==> src/hw/rtl/afr_pkg.sv <==
// Package for the addressed frame receiver: frame constants, status codes,
// register indexes, result type and the byte-wide CRC-16 update.
// No dependencies.
package afr_pkg;

    localparam int unsigned POS_W = 9;

    localparam logic [7:0]       HDR_FIRST     = 8'h18;
    localparam logic [7:0]       HDR_SECOND    = 8'h02;
    localparam logic [7:0]       TERM_FIRST    = 8'hE7;
    localparam logic [7:0]       TERM_SECOND   = 8'hFD;
    localparam logic [15:0]      CRC_POLY      = 16'h1021;
    localparam logic [POS_W-1:0] FRAME_OVHD    = 9'd9;
    localparam logic [POS_W-1:0] LEN_ZERO_AS   = 9'd256;
    localparam logic [POS_W-1:0] POS_LEN_BYTE  = 9'd4;
    localparam logic [POS_W-1:0] POS_PAYLOAD   = 9'd5;
    localparam logic [7:0]       STATION_RESET = 8'h0A;
    localparam logic [15:0]      CRC_RESET     = 16'hFFFF;

    localparam logic REG_STATION  = 1'b0;
    localparam logic REG_CRC_INIT = 1'b1;

    typedef enum logic [2:0] {
        ST_VALID       = 3'd0,
        ST_BAD_HEADER  = 3'd1,
        ST_WRONG_DEST  = 3'd2,
        ST_BAD_CRC     = 3'd3,
        ST_BAD_TERM    = 3'd4,
        ST_TIMEOUT     = 3'd5
    } status_t;

    typedef struct packed {
        logic       is_status;
        logic [7:0] payload_byte;
        logic [7:0] payload_index;
        status_t    frame_status;
        logic [7:0] source_station;
    } result_t;

    typedef struct packed {
        logic [7:0]  station_address;
        logic [15:0] crc_initial;
    } cfg_t;

    // CRC-16, MSB first, no reflection
    function automatic logic [15:0] crc_feed(logic [15:0] crc_in, logic [7:0] data);
        logic [15:0] c;
        c = crc_in ^ {data, 8'h00};
        for (int k = 0; k < 8; k++)
        begin
            if (c[15])
            begin
                c = {c[14:0], 1'b0} ^ CRC_POLY;
            end
            else
            begin
                c = {c[14:0], 1'b0};
            end
        end
        return c;
    endfunction

endpackage

==> src/hw/rtl/afr_if.sv <==
// Valid/ready channel interfaces for the frame receiver's input and result items.
// No dependencies.
interface afr_in_if;
    logic       valid;
    logic       ready;
    logic       mode;
    logic [7:0] rx_byte;

    modport source (output valid, mode, rx_byte, input ready);
    modport sink   (input valid, mode, rx_byte, output ready);
endinterface

interface afr_out_if;
    logic       valid;
    logic       ready;
    logic       is_status;
    logic [7:0] payload_byte;
    logic [7:0] payload_index;
    logic [2:0] frame_status;
    logic [7:0] source_station;

    modport source (output valid, is_status, payload_byte, payload_index, frame_status,
                    source_station, input ready);
    modport sink   (input valid, is_status, payload_byte, payload_index, frame_status,
                    source_station, output ready);
endinterface

==> src/hw/rtl/afr_regs.sv <==
// APB configuration registers: station address and CRC initial value.
// Depends on afr_pkg.
module afr_regs (
    input  logic          clk,
    input  logic          rst_n,
    input  logic          psel,
    input  logic          penable,
    input  logic          pwrite,
    input  logic [2:0]    paddr,
    input  logic [31:0]   pwdata,
    output logic [31:0]   prdata,
    output logic          pready,
    output afr_pkg::cfg_t cfg
);

    logic [7:0]  station_reg;
    logic [15:0] crc_init_reg;
    logic        wr_en;
    logic        reg_sel;

    assign pready  = 1'b1;
    assign wr_en   = psel && penable && pwrite;
    assign reg_sel = paddr[2];

    always_ff @(posedge clk or negedge rst_n)
    begin
        if (!rst_n)
        begin
            station_reg  <= afr_pkg::STATION_RESET;
            crc_init_reg <= afr_pkg::CRC_RESET;
        end
        else if (wr_en)
        begin
            if (reg_sel == afr_pkg::REG_STATION)
            begin
                station_reg <= pwdata[7:0];
            end
            else
            begin
                crc_init_reg <= pwdata[15:0];
            end
        end
    end

    always_comb
    begin
        if (reg_sel == afr_pkg::REG_STATION)
        begin
            prdata = {24'h000000, station_reg};
        end
        else
        begin
            prdata = {16'h0000, crc_init_reg};
        end
    end

    assign cfg.station_address = station_reg;
    assign cfg.crc_initial     = crc_init_reg;

endmodule

==> src/hw/rtl/afr_ctl.sv <==
// Frame tracker: byte position, header/address/CRC/terminator checks and the
// result for one item. Depends on afr_pkg.
module afr_ctl (
    input  logic             clk,
    input  logic             rst_n,
    input  afr_pkg::cfg_t    cfg,
    input  logic             step,
    input  logic             mode,
    input  logic [7:0]       rx_byte,
    output logic             res_valid,
    output afr_pkg::result_t res,
    output logic             frame_active
);

    localparam int unsigned PW = afr_pkg::POS_W;

    logic [PW-1:0] pos_reg,       pos_next;
    logic [PW-1:0] len_reg,       len_next;
    logic [15:0]   crc_reg,       crc_next;
    logic          hdr_good_reg,  hdr_good_next;
    logic          addr_good_reg, addr_good_next;
    logic [7:0]    src_reg,       src_next;
    logic [7:0]    crc_hi_reg,    crc_hi_next;
    logic          crc_good_reg,  crc_good_next;
    logic          term_good_reg, term_good_next;

    logic [15:0]   crc_src;
    logic [15:0]   crc_upd;
    logic [PW-1:0] pos_p4, pos_p3, pos_p2, pos_idx;
    logic [PW-1:0] len_byte;

    assign crc_src  = (pos_reg == '0) ? cfg.crc_initial : crc_reg;
    assign crc_upd  = afr_pkg::crc_feed(crc_src, rx_byte);
    assign pos_p4   = pos_reg + PW'(4);
    assign pos_p3   = pos_reg + PW'(3);
    assign pos_p2   = pos_reg + PW'(2);
    assign pos_idx  = pos_reg - afr_pkg::POS_PAYLOAD;
    assign len_byte = ((rx_byte == 8'h00) ? afr_pkg::LEN_ZERO_AS : {1'b0, rx_byte})
                      + afr_pkg::FRAME_OVHD;
    assign frame_active = (pos_reg != '0);

    always_comb
    begin
        pos_next       = pos_reg;
        len_next       = len_reg;
        crc_next       = crc_reg;
        hdr_good_next  = hdr_good_reg;
        addr_good_next = addr_good_reg;
        src_next       = src_reg;
        crc_hi_next    = crc_hi_reg;
        crc_good_next  = crc_good_reg;
        term_good_next = term_good_reg;
        res_valid      = 1'b0;
        res            = '0;

        if (mode)
        begin
            if (pos_reg != '0)
            begin
                pos_next           = '0;
                res_valid          = 1'b1;
                res.is_status      = 1'b1;
                res.frame_status   = afr_pkg::ST_TIMEOUT;
                res.source_station = src_reg;
            end
        end
        else if (pos_reg == '0)
        begin
            hdr_good_next  = (rx_byte == afr_pkg::HDR_FIRST);
            addr_good_next = 1'b1;
            src_next       = 8'h00;
            crc_hi_next    = 8'h00;
            crc_good_next  = 1'b0;
            term_good_next = 1'b0;
            len_next       = '0;
            crc_next       = crc_upd;
            pos_next       = PW'(1);
        end
        else if (pos_reg <= afr_pkg::POS_LEN_BYTE)
        begin
            crc_next = crc_upd;
            pos_next = pos_reg + PW'(1);
            if (pos_reg == PW'(1))
            begin
                hdr_good_next = hdr_good_reg && (rx_byte == afr_pkg::HDR_SECOND);
            end
            else if (pos_reg == PW'(2))
            begin
                addr_good_next = (rx_byte == cfg.station_address);
            end
            else if (pos_reg == PW'(3))
            begin
                src_next = rx_byte;
            end
            else
            begin
                len_next = len_byte;
            end
        end
        else if (pos_p4 < len_reg)
        begin
            crc_next          = crc_upd;
            pos_next          = pos_reg + PW'(1);
            res_valid         = 1'b1;
            res.payload_byte  = rx_byte;
            res.payload_index = pos_idx[7:0];
        end
        else if (pos_p4 == len_reg)
        begin
            crc_hi_next = rx_byte;
            pos_next    = pos_reg + PW'(1);
        end
        else if (pos_p3 == len_reg)
        begin
            crc_good_next = ({crc_hi_reg, rx_byte} == crc_reg);
            pos_next      = pos_reg + PW'(1);
        end
        else if (pos_p2 == len_reg)
        begin
            term_good_next = (rx_byte == afr_pkg::TERM_FIRST);
            pos_next       = pos_reg + PW'(1);
        end
        else
        begin
            pos_next           = '0;
            res_valid          = 1'b1;
            res.is_status      = 1'b1;
            res.source_station = src_reg;
            if (!hdr_good_reg)
            begin
                res.frame_status = afr_pkg::ST_BAD_HEADER;
            end
            else if (!addr_good_reg)
            begin
                res.frame_status = afr_pkg::ST_WRONG_DEST;
            end
            else if (!crc_good_reg)
            begin
                res.frame_status = afr_pkg::ST_BAD_CRC;
            end
            else if (!(term_good_reg && (rx_byte == afr_pkg::TERM_SECOND)))
            begin
                res.frame_status = afr_pkg::ST_BAD_TERM;
            end
            else
            begin
                res.frame_status = afr_pkg::ST_VALID;
            end
        end
    end

    always_ff @(posedge clk or negedge rst_n)
    begin
        if (!rst_n)
        begin
            pos_reg       <= '0;
            len_reg       <= '0;
            crc_reg       <= afr_pkg::CRC_RESET;
            hdr_good_reg  <= 1'b1;
            addr_good_reg <= 1'b1;
            src_reg       <= 8'h00;
            crc_hi_reg    <= 8'h00;
            crc_good_reg  <= 1'b0;
            term_good_reg <= 1'b0;
        end
        else if (step)
        begin
            pos_reg       <= pos_next;
            len_reg       <= len_next;
            crc_reg       <= crc_next;
            hdr_good_reg  <= hdr_good_next;
            addr_good_reg <= addr_good_next;
            src_reg       <= src_next;
            crc_hi_reg    <= crc_hi_next;
            crc_good_reg  <= crc_good_next;
            term_good_reg <= term_good_next;
        end
    end

endmodule

==> src/hw/rtl/addressed_frame_receiver.sv <==
// Top level of the addressed frame receiver: input register, frame tracker,
// result register and APB registers. Depends on afr_pkg, afr_if, afr_regs, afr_ctl.
//
// Takes one item (received byte or timeout event) per clock cycle unless stalled.
// An accepted item waits in the input register until the frame tracker takes it;
// its result (a payload byte with its index, or one end-of-frame status with the
// source station) goes through the result register to the output channel. Header,
// address, source, length, CRC and first terminator bytes produce no result, and a
// timeout with no frame in progress is dropped. The result register decouples the
// two sides; input stalls only while a result is waiting and the input register
// is full. crc_initial is loaded at the first byte of each frame.
module addressed_frame_receiver (
    input  logic         clk,
    input  logic         rst_n,
    afr_in_if.sink       in_ch,
    afr_out_if.source    out_ch,
    input  logic         psel,
    input  logic         penable,
    input  logic         pwrite,
    input  logic [2:0]   paddr,
    input  logic [31:0]  pwdata,
    output logic [31:0]  prdata,
    output logic         pready
);

    afr_pkg::cfg_t    cfg;
    afr_pkg::result_t res;
    afr_pkg::result_t out_res_reg;
    logic             res_valid;
    logic             frame_active;
    logic             in_vld_reg;
    logic             in_mode_reg;
    logic [7:0]       in_byte_reg;
    logic             out_vld_reg;
    logic             advance;
    logic             in_take;

    assign advance     = in_vld_reg && (!out_vld_reg || out_ch.ready);
    assign in_ch.ready = !in_vld_reg || advance;
    assign in_take     = in_ch.valid && in_ch.ready;

    afr_regs u_regs (
        .clk     (clk),
        .rst_n   (rst_n),
        .psel    (psel),
        .penable (penable),
        .pwrite  (pwrite),
        .paddr   (paddr),
        .pwdata  (pwdata),
        .prdata  (prdata),
        .pready  (pready),
        .cfg     (cfg)
    );

    afr_ctl u_ctl (
        .clk          (clk),
        .rst_n        (rst_n),
        .cfg          (cfg),
        .step         (advance),
        .mode         (in_mode_reg),
        .rx_byte      (in_byte_reg),
        .res_valid    (res_valid),
        .res          (res),
        .frame_active (frame_active)
    );

    always_ff @(posedge clk or negedge rst_n)
    begin
        if (!rst_n)
        begin
            in_vld_reg  <= 1'b0;
            out_vld_reg <= 1'b0;
        end
        else
        begin
            if (in_ch.ready)
            begin
                in_vld_reg <= in_ch.valid;
            end
            if (advance)
            begin
                out_vld_reg <= res_valid;
            end
            else if (out_ch.ready)
            begin
                out_vld_reg <= 1'b0;
            end
        end
    end

    always_ff @(posedge clk)
    begin
        if (in_take)
        begin
            in_mode_reg <= in_ch.mode;
            in_byte_reg <= in_ch.rx_byte;
        end
        if (advance && res_valid)
        begin
            out_res_reg <= res;
        end
    end

    assign out_ch.valid          = out_vld_reg;
    assign out_ch.is_status      = out_res_reg.is_status;
    assign out_ch.payload_byte   = out_res_reg.payload_byte;
    assign out_ch.payload_index  = out_res_reg.payload_index;
    assign out_ch.frame_status   = out_res_reg.frame_status;
    assign out_ch.source_station = out_res_reg.source_station;

`ifndef ASSERT_OFF
    a_ready_when_out_free: assert property (@(posedge clk) disable iff (!rst_n)
        !out_vld_reg |-> in_ch.ready)
        else $error("input stalled with result register empty");

    a_idle_timeout_dropped: assert property (@(posedge clk) disable iff (!rst_n)
        (advance && in_mode_reg && !frame_active) |=> !out_vld_reg)
        else $error("timeout outside a frame produced a result");

    a_result_registered: assert property (@(posedge clk) disable iff (!rst_n)
        (advance && res_valid) |=> out_vld_reg)
        else $error("result lost on the way to the output register");

    a_timeout_ends_frame: assert property (@(posedge clk) disable iff (!rst_n)
        (advance && in_mode_reg) |=> !frame_active)
        else $error("frame still active after timeout");
`endif

endmodule

==> src/flat_wrapper.sv <==
// flat-port wrapper written by rule: the top's interface ports become plain ports
module addressed_frame_receiver_flat 
  (clk, rst_n, psel, penable, pwrite, paddr, pwdata, prdata, pready, in_ch_valid, in_ch_mode, in_ch_rx_byte, in_ch_ready, out_ch_valid, out_ch_is_status, out_ch_payload_byte, out_ch_payload_index, out_ch_frame_status, out_ch_source_station, out_ch_ready);
  afr_in_if in_ch_i ();
  afr_out_if out_ch_i ();
  input  logic clk;
  input  logic rst_n;
  input  logic psel;
  input  logic penable;
  input  logic pwrite;
  input  logic [2:0] paddr;
  input  logic [31:0] pwdata;
  output logic [31:0] prdata;
  output logic pready;
  input wire logic [$bits(in_ch_i.valid)-1:0] in_ch_valid;
  input wire logic [$bits(in_ch_i.mode)-1:0] in_ch_mode;
  input wire logic [$bits(in_ch_i.rx_byte)-1:0] in_ch_rx_byte;
  output wire logic [$bits(in_ch_i.ready)-1:0] in_ch_ready;
  output wire logic [$bits(out_ch_i.valid)-1:0] out_ch_valid;
  output wire logic [$bits(out_ch_i.is_status)-1:0] out_ch_is_status;
  output wire logic [$bits(out_ch_i.payload_byte)-1:0] out_ch_payload_byte;
  output wire logic [$bits(out_ch_i.payload_index)-1:0] out_ch_payload_index;
  output wire logic [$bits(out_ch_i.frame_status)-1:0] out_ch_frame_status;
  output wire logic [$bits(out_ch_i.source_station)-1:0] out_ch_source_station;
  input wire logic [$bits(out_ch_i.ready)-1:0] out_ch_ready;
  assign in_ch_i.valid = in_ch_valid;
  assign in_ch_i.mode = in_ch_mode;
  assign in_ch_i.rx_byte = in_ch_rx_byte;
  assign in_ch_ready = in_ch_i.ready;
  assign out_ch_valid = out_ch_i.valid;
  assign out_ch_is_status = out_ch_i.is_status;
  assign out_ch_payload_byte = out_ch_i.payload_byte;
  assign out_ch_payload_index = out_ch_i.payload_index;
  assign out_ch_frame_status = out_ch_i.frame_status;
  assign out_ch_source_station = out_ch_i.source_station;
  assign out_ch_i.ready = out_ch_ready;
  addressed_frame_receiver u_core (.clk(clk), .rst_n(rst_n), .in_ch(in_ch_i), .out_ch(out_ch_i), .psel(psel), .penable(penable), .pwrite(pwrite), .paddr(paddr), .pwdata(pwdata), .prdata(prdata), .pready(pready));
endmodule
==> config.mk <==
export PLATFORM = sky130hd
export DESIGN_NAME = addressed_frame_receiver_flat
export DESIGN_NICKNAME = d
export VERILOG_FILES = /design/src/hw/rtl/afr_pkg.sv /design/src/hw/rtl/afr_if.sv /design/src/hw/rtl/afr_regs.sv /design/src/hw/rtl/afr_ctl.sv /design/src/hw/rtl/addressed_frame_receiver.sv /design/src/flat_wrapper.sv
export SDC_FILE = /design/constraint.sdc
export NUM_CORES = 1
export LEC_CHECK = 0
export ABC_AREA = 1
export BUFFER_PORTS_ARGS = -buffer_cell sky130_fd_sc_hd__clkbuf_2
export CAP_MARGIN = 20
export CORE_MARGIN = 4
export CORE_UTILIZATION = 45
export DETAILED_ROUTE_END_ITERATION = 7
export PLACE_DENSITY = 0.66
export SYNTH_ARGS = -nofsm -noshare
export SYNTH_HDL_FRONTEND = slang
export SYNTH_SLANG_ARGS = --single-unit
==> constraint.sdc <==
create_clock -name clk -period 5.3 [get_ports clk]
set_input_delay 0.53 -clock clk [delete_from_list [all_inputs] [get_ports clk]]
set_output_delay 0.53 -clock clk [all_outputs]
set_load 0.05 [all_outputs]
==> results.md <==
* Clock sink total at 117
* Largest net degree at the start of global routing at 64
* Clock Latency Late Sink at 0.43 ns
* Gr usage total at 21.58%
* Antenna violations before repair at 0
* Most frequent cells after synthesis: nand2_1 (324), inv_1 (82), o21ai_0 (58), nor2_1 (50), nand3_1 (47)
* Main synth FF type: dfrtp_1
* Leakage at 4.073 nW
* Root Driver: clkbuf_16
* Share of layout cells above drive strength 1 at 18.90%
* Chip width at 135.8 µm
* Synthesis-stage register bit count at 117
* # IOs at 114
* RSZ-0062 raised after global routing: false
* Warnings from Yosys at 0
* Peak VDD IR at 0.0002711 V
* Setup Fix Bufs, Post-CTS at 0
* DP HPWL at 13.87 mm
* Req. time, crit path at 5.67 ns
* Row count at 46
* Crit path time final at 3.741 ns
* Synth Cell Area at 7348 µm²
* Crit path max-delay family: simple AND/OR/NAND/NOR gates
* Hold buffer count at cts at 1
* Placed insts at 1,198
* CP Cell Sequence: nand2_2 > nor2_2 > nand2_1 > xor2_1 > inv_1 > ha_1 > a21oi_1 > o21a_1 > nand3_1 > nand2_1 > nand2_1 > inv_2 > nand3_1 > nand2_1
* Crit path launch type: register
* Netlist cell types at 47
* CTS tree: done
* Die H at 135.8 µm
* Status: finished clean
* Worst slew margin at 42.68%
* WP buf/inv at 2
* DR WL/cell at 15.49 µm
* Max-slew violation count at 0
* Port-buffer cells at 78
* CP Max Fanout at 23
* Global-route wire length before repair at 30.50 mm
* Hold WC Path Type: in2reg
* Endpoints failing setup at 0
* Final WL at 19.09 mm
* First-pass iteration count of the detailed router at 5
* Fin. Hold Viols at 0
* Remaining Overflow, GRT at 0
* Tcrit/Tclk final at 70.59%
* Drt via density at 5.033
* Share of the synthesized area in the top cell type at 16.55%
* Core ar. at 15,940 µm²
* Asr flop ratio synth at 68.38%
* Register area at 3158 µm²
* Clock Skew at 0.01045 ns
* Mean area per synthesized cell at 7.842 µm²
* Inserted Diodes at 0
* Type of the worst setup path: reg2reg
* Slowest-stage cell, CP: dfrtp_1
* Crit path DAT at 4.11 ns
* Routed via count at 6,201
* DRC violations left at 0
* Worst Setup End Kind: register
* Max Fclk at 0.2673 GHz
* FILL cells at 1,588
* Max-cap violations at 0
* Clock buffer depth at 2
* Area growth from synthesis to layout at 13.37%
* CP peak stage delay at 0.70 ns
* Top cells by area, synth: nand2_1 (17%), edfxtp_1 (15%), dfrtp_1 (15%), dfstp_2 (13%), inv_1 (4.2%)
* Synth Instances at 937
* H-tree Lvls at 4
* Actual slew at the worst max-slew pin at 0.8577 ns
* Setup_tns at 0 ns
* Multi-input gate area at 3563 µm²
* GP Congestion at 0.9118
* CTS buffer count at 17
* Post-cts sizing count at 0
* Nets at 1,077
* CP dominant cell by count: nand2_1
* Cell taking the most area after synthesis: nand2_1
* Count leader, synth: nand2_1
* Number of global-route vias before repair at 5,889
* Die ar. at 18,440 µm²
* Finished Layout Cells at 1,232
* Initial Utilization at 46.09%
* Number of DRC markers in iteration 0 at 553
* Antenna viol nets, final at 0
* Sequential share of the synthesized area at 42.98%
* Pwr Density at 558.3 nW/µm²
* Clk slew on worst S/H paths at 0.06 ns
* Number of synthesized flops with an enable pin at 37
worst paths after layout:
check | start | end | slack [ns] | cells past startpoint
setup / recovery | u_core.u_ctl.pos_reg[5]$_DFFE_PN0P_ | u_core.u_ctl.crc_reg[6]$_DFFE_PN1P_ | 1.56 | 14
hold / removal | in_ch_rx_byte[4] | u_core.in_byte_reg[4]$_DFFE_PP_ | 0.28 | 1
setup reg to reg | u_core.u_ctl.pos_reg[5]$_DFFE_PN0P_ | u_core.u_ctl.crc_reg[6]$_DFFE_PN1P_ | 1.56 | 14
hold reg to reg | u_core.u_ctl.crc_reg[9]$_DFFE_PN1P_ | u_core.u_ctl.crc_reg[9]$_DFFE_PN1P_ | 0.48 | 2
max in group asynchronous | rst_n | u_core.u_ctl.crc_good_reg$_DFFE_PN0P_ | 3.63 | 3
min in group asynchronous | rst_n | u_core.u_ctl.pos_reg[6]$_DFFE_PN0P_ | 0.53 | 2
placed cells by master, fill, tap and decap left out, drive strengths merged, types with 8 or more instances in the layout:
master  count
a21boi      8
a21oi      15
clkbuf     95
conb       17
dfrtp      44
dfstp      36
edfxtp     37
ha         23
inv        91
nand2     334
nand3      52
nand4      13
nor2       57
nor3       10
o21ai      80
o22ai       8
xnor2       9
xor2       28
layer usage:
metal  track usage (%)  vias up  part of all wire [%]  routed length [µm]
met5                 0        -                     0                   0
met4             8.735        0                   2.5                 477
met3             4.792       37                   6.2                1189
met2             33.19      221                    44                8453
met1             29.63     2808                    47                8967
li1                  -     3135                     -                   -
power breakdown:
group	switching [W]	internal (W)	leakage [nW]
Clock	0.000444	0.000646	0.260
Sequential	0.000230	0.00127	1.31
Combinational	0.00142	0.000640	2.50
cells by family after synthesis:
group                      after synthesis  share of synthesized area, %
DFF                                    117                         42.98
adders and majority gates               23                         3.916
and+or+nand+nor                        489                         28.90
buffers and inverters                  140                         9.297
other                                    2                        0.1022
xor gates and xnor gates                37                         4.410
AOI/OAI and AO/OA                      120                         9.058
muxes                                    9                         1.345
cell type report:
cell class	instances	area share [%]
clock buffer	18	5.152
tap	216	3.244
multi-input combinational	695	42.78
sequential	117	37.91
inverter	90	4.055
timing repair buffer	82	5.347
clock inverter	14	1.517
metrics by stage:
stage	total power, W	instance area [µm²]	setup slack [ns]	utilization [%]	hold WS [ns]
after global placement	0.003513	7737	1.437	48.53	0.4305
after detailed placement	0.003540	7737	1.395	48.53	0.4361
final	0.004651	8330	1.559	52.25	0.2809
after CTS	0.004654	8303	1.362	52.08	0.2687
after global routing	0.005004	8330	1.239	52.25	0.2684
after floorplan	0.003091	7405	2.299	-	0.2344
Power figures use the tool's default switching activity.
